<file path="config.mk">
export PLATFORM = sky130hd
export DESIGN_NAME = pct_path_unit
export DESIGN_NICKNAME = d
export VERILOG_FILES = /design/src/hdl/pct_pkg.sv /design/src/hdl/pct_path_unit.sv
export SDC_FILE = /design/constraint.sdc
export NUM_CORES = 1
export LEC_CHECK = 0
export BUFFER_PORTS_ARGS = -buffer_cell sky130_fd_sc_hd__buf_2
export CAP_MARGIN = 20
export CORE_ASPECT_RATIO = 0.9
export CORE_MARGIN = 5
export CORE_UTILIZATION = 35
export DETAILED_ROUTE_END_ITERATION = 12
export GPL_ROUTABILITY_DRIVEN = 0
export HOLD_SLACK_MARGIN = 0.05
export PLACE_DENSITY_LB_ADDON = 0.15
export SLEW_MARGIN = 15
export SYNTH_ARGS = -nofsm -noshare
export SYNTH_HDL_FRONTEND = slang
export SYNTH_SLANG_ARGS = --single-unit
</file>
<file path="constraint.sdc">
create_clock -name clk -period 3.65 [get_ports clk]
set_input_delay 0.365 -clock clk [delete_from_list [all_inputs] [get_ports clk]]
set_output_delay 0.365 -clock clk [all_outputs]
set_load 0.005 [all_outputs]
</file>
<file path="src/hdl/pct_pkg.sv">
// Package for the path completion tracker: operation, status and update codes,
// default sizes and the command struct of the path counter unit.
// No dependencies.
package pct_pkg;

  localparam int EDGES_DEF = 256;
  localparam int PATHS_DEF = 32;
  localparam int PIDX_W    = 6;

  localparam logic [1:0] OP_LINK  = 2'd0;
  localparam logic [1:0] OP_ON    = 2'd1;
  localparam logic [1:0] OP_OFF   = 2'd2;
  localparam logic [1:0] OP_QUERY = 2'd3;

  localparam logic [1:0] ST_OK         = 2'd0;
  localparam logic [1:0] ST_ALREADY_ON = 2'd1;
  localparam logic [1:0] ST_NOT_ON     = 2'd2;
  localparam logic [1:0] ST_DUP_LINK   = 2'd3;

  localparam logic [1:0] PU_LINK = 2'd0;
  localparam logic [1:0] PU_INC  = 2'd1;
  localparam logic [1:0] PU_DEC  = 2'd2;

  typedef struct packed {
    logic              en;
    logic [1:0]        mode;
    logic [PIDX_W-1:0] idx;
  } pu_cmd_t;

endpackage

</file>
<file path="src/hdl/pct_path_unit.sv">
// Per-path edge totals, active counts and complete marks, with one shared
// update unit that reads and writes a single path per cycle.
// Depends on pct_pkg.
module pct_path_unit #(
  parameter int PATHS = pct_pkg::PATHS_DEF,
  parameter int CW    = 9
) (
  input  logic             clk,
  input  logic             rst_n,
  input  pct_pkg::pu_cmd_t cmd,
  input  logic             edge_active,
  output logic [CW-1:0]    rd_total,
  output logic [CW-1:0]    rd_count,
  output logic             rd_done,
  output logic             fresh
);
  import pct_pkg::*;

  localparam int PW = (PATHS > 1) ? $clog2(PATHS) : 1;

  logic [CW-1:0]    total_r [PATHS];
  logic [CW-1:0]    count_r [PATHS];
  logic [PATHS-1:0] done_r;
  logic [PW-1:0]    idx;
  logic [CW-1:0]    total_nxt;
  logic [CW-1:0]    count_nxt;
  logic             done_nxt;
  logic             fresh_c;

  assign idx      = cmd.idx[PW-1:0];
  assign rd_total = total_r[idx];
  assign rd_count = count_r[idx];
  assign rd_done  = done_r[idx];
  assign fresh    = cmd.en && fresh_c;

  always_comb begin
    total_nxt = rd_total;
    count_nxt = rd_count;
    done_nxt  = rd_done;
    fresh_c   = 1'b0;
    case (cmd.mode)
      PU_LINK: begin
        total_nxt = rd_total + CW'(1);
        count_nxt = rd_count + CW'(edge_active);
        done_nxt  = (count_nxt == total_nxt);
        fresh_c   = done_nxt && !rd_done;
      end
      PU_INC: begin
        count_nxt = rd_count + CW'(1);
        if (count_nxt == rd_total && !rd_done) begin
          done_nxt = 1'b1;
          fresh_c  = 1'b1;
        end
      end
      PU_DEC: begin
        if (rd_count != '0) begin
          count_nxt = rd_count - CW'(1);
        end
        done_nxt = 1'b0;
      end
      default: ;
    endcase
  end

  always_ff @(posedge clk) begin
    if (!rst_n) begin
      for (int i = 0; i < PATHS; i++) begin
        total_r[i] <= '0;
        count_r[i] <= '0;
      end
      done_r <= '0;
    end else if (cmd.en) begin
      total_r[idx] <= total_nxt;
      count_r[idx] <= count_nxt;
      done_r[idx]  <= done_nxt;
    end
  end

endmodule

</file>
==> results_dict.tcl <==
set metrics [dict create \
    grt_overflow 0 \
    synth-edff-count 576 \
    htree_levels 3 \
    grt_max_degree 31 \
    layout_min_cycle_time_ns 4.27 \
    dieArea_sq_um 86500 \
    failed_checks "setup timing" \
    cts_tree "done" \
    layout_setup_ws_ns -0.622 \
    path_clk_slew_ns 0.06 \
    cts_hold_buf 0 \
    numCtsBuffers 67 \
    slowest_stage "or4b_4" \
    cp.required_ns 3.28 \
    cp_common_cell "buf_4" \
    post-route-util_pct 45.9 \
    cts.root.buffer_cell "clkbuf_16" \
    yosysMostFrequentCell "nor2_1" \
    cp-start-kind "primary input" \
    boundaryPins 32 \
    yosysTopAreaCell "edfxtp_1" \
    irDropWorstVdd_v 0.000354 \
    hpwl_um 73700 \
    crit_type "in -> out" \
    arrival_ns 3.91 \
    worst_pin_slew_ns 1.08 \
    drc_errors 0 \
    first_global_vias 19891 \
    antenna_left 0 \
    clock_path_buffers 3 \
    wl_per_cell_um 29.1 \
    critical_path.cell_chain "buf_4 -> or4b_4 -> buf_4 -> o22ai_1 -> nor4_4 -> buf_4 -> nand2_4 -> buf_4 -> nand3_2 -> or4_4 -> a31oi_4 -> o311ai_4 -> a2111oi_2 -> buf_2" \
    whs_path_depth 3 \
    power.density_nw_per_um2 495 \
    yosysUniqueCellTypes 73 \
    hold_path_end "total_r[28][1]" \
    nFillCells 7272 \
    final_nets 2629 \
    cp_max_fo 11 \
    clock.fmax_ghz 0.234 \
    async_reset_ff_share_pct 0 \
    synth_top_cell_area_share_pct 61.2 \
    netlist_instances 2180 \
    fp-row-count 98 \
    reg2reg_to "done_r[8]" \
    rsz0062_at_grt "yes" \
    hold_viol 0 \
    cts.sinks 608 \
    finalWirelength_um 108000 \
    dr.pass1.iters 5 \
    initial_core_util_pct 35.4 \
    vias_per_cell 5.53 \
    worst-path-stages 14 \
    hp-class "in -> reg" \
    endpoint_kind "primary output" \
    yosys-top-cells-count "598 x nor2_1, 576 x edfxtp_1, 258 x mux2i_1" \
    yosysWarnings 0 \
    syn_avg_cell_area_sq_um 13.0 \
    die_x_um 309 \
    antenna_found_initial 4 \
    synth_nets 2198 \
    fin_skew_ns 0.0356 \
    ys_top_cells_by_area "edfxtp_1 61%, mux2i_1 9.1%, nor2_1 7.9%" \
    leakage_nw 13.9 \
    grt_pass1_wl_um 149000 \
    finalSetupViolations 31 \
    syn-cell-area_sq_um 28200 \
    layout-drive-gt1-share_pct 33.0 \
    min_from "cmd[8]" \
    synthToLayoutAreaGrowth_pct 29.6 \
    drv_slew 0 \
    crit_family "simple AND/OR/NAND/NOR gates" \
    path_buf_inv 5 \
    dr.first_iter.drc_count 2345 \
    r2r_slack_ns -0.09 \
    pre_cts_slack_ns -0.884 \
    slowest_delay_ns 0.59 \
    worstSkewPairLatency_ns 0.63 \
    r2r_start "count_r[29][0]" \
    slew_headroom_pct 28.0 \
    grtUsageTotal_pct 24.2 \
    ys_seq_area_share_pct 63.5 \
    core-area_sq_um 79700 \
    dr_total_vias 20539 \
    status "complete, but fails checks" \
    ys.flop_type "edfxtp_1" \
    post-route-period-util_pct 117 \
    rr_worst_depth 17 \
    maxCapViolCount 0 \
    port_buffers 30 \
    die_h_um 279 \
    ys_seq_elements 608 \
]
-- metrics by stage --
step | cells | hold slack [ns] | total power [mW] | TNS, ns | area, sq um
detailed placement | 3552 | 0.458 | 11.0 | -288.49 | 33200
global route | 3714 | 0.465 | 18.6 | -8.05 | 36600
finish | 3715 | 0.469 | 18.1 | -3.52 | 36600
global placement | 3552 | 0.455 | 11.0 | -270.95 | 33200
floorplan | 2180 | 0.445 | 9.34 | -2.24 | 28300
CTS | 3690 | 0.421 | 18.0 | -4.34 | 36100
-- cell type report --
| type | instances | area, sq um | area share (%) |
|---|---|---|---|
| Clock buffer | 82 | 1790 | 4.88 |
| Sequential cell | 608 | 17900 | 49.0 |
| Antenna cell | 1 | 2.50 | 0.00683 |
| Multi-Input combinational cell | 1349 | 10000 | 27.3 |
| Clock inverter | 40 | 424 | 1.16 |
| Timing Repair Buffer | 544 | 4990 | 13.6 |
| Inverter | 41 | 159 | 0.434 |
| Tap cell | 1050 | 1310 | 3.59 |
-- flip-flops by register name (all words and copies together) (netlist names) --
| register | cells |
|---|---|
| total_r | 288 |
| count_r | 288 |
| done_r | 32 |
-- where the power goes --
part	switching, mW	total [mW]	internal [mW]	leakage (nW)
registers	0.0678	7.93	7.86	6.22
clock network	2.86	6.93	4.07	1.08
logic	2.01	3.28	1.26	6.64
-- kinds of logic after synthesis --
logic type                 Yosys count  share of synthesized area [%]
and+or+nand+nor                    783                           12.7
DFF                                608                           63.5
muxes                              285                           11.2
AOI/OAI and AO/OA                  233                           6.47
buffers and inverters              223                           4.35
xor gates and xnor gates            42                           1.53
adders and majority gates            6                          0.266
-- worst max-delay path by stage --
stage / from / end / slack [ns]
2_1_floorplan: cmd[1] / fresh / -0.21
5_1_grt: count_r[19][1] / fresh / -0.76
4_1_cts: total_r[27][8] / fresh / -0.56
6_report: cmd[0] / fresh / -0.62
3_3_place_gp: cmd[2] / fresh / -0.90
3_5_place_dp: cmd[2] / fresh / -0.88
-- layout by cell type, fill, tap and decap left out, types with 25 or more instances in the layout --
master / Yosys / final
nand2_1: 45 / 43
nor4_2: 15 / 25
dfxtp_1: 32 / 32
buf_12: 0 / 56
o21ai_2: 0 / 31
o32ai_2: 31 / 30
buf_4: 20 / 437
nor2_1: 598 / 593
clkbuf_16: 0 / 78
buf_2: 51 / 26
mux2i_1: 258 / 250
edfxtp_1: 576 / 576
inv_1: 41 / 39
o22ai_1: 123 / 109
-- metal layers --
metal | track usage, % | share of wire, % | vias up
met3 | 4.75 | 8.9 | 161
li1 | - | - | 8875
met4 | 6.84 | 3.3 | 6
met5 | 0 | 0.038 | -
met2 | 37.2 | 45 | 979
met1 | 35.1 | 43 | 10518
-- tightest hold or removal path: cells and delay by family --
family	cells	cell delay, ns
AOI/OAI and AO/OA	1	0.22
buffers and inverters	1	0.15
and+or+nand+nor	1	0.12
-- what timing repair did --
action                                  in CTS  in global routing
cloned                                       0                 10
buffers inserted                            16                 14
endpoints found under the setup margin     277                284
gates resized for setup                     93                 25
pin swaps                                   29                  3
Note: power is estimated with default switching activity, not from simulation.
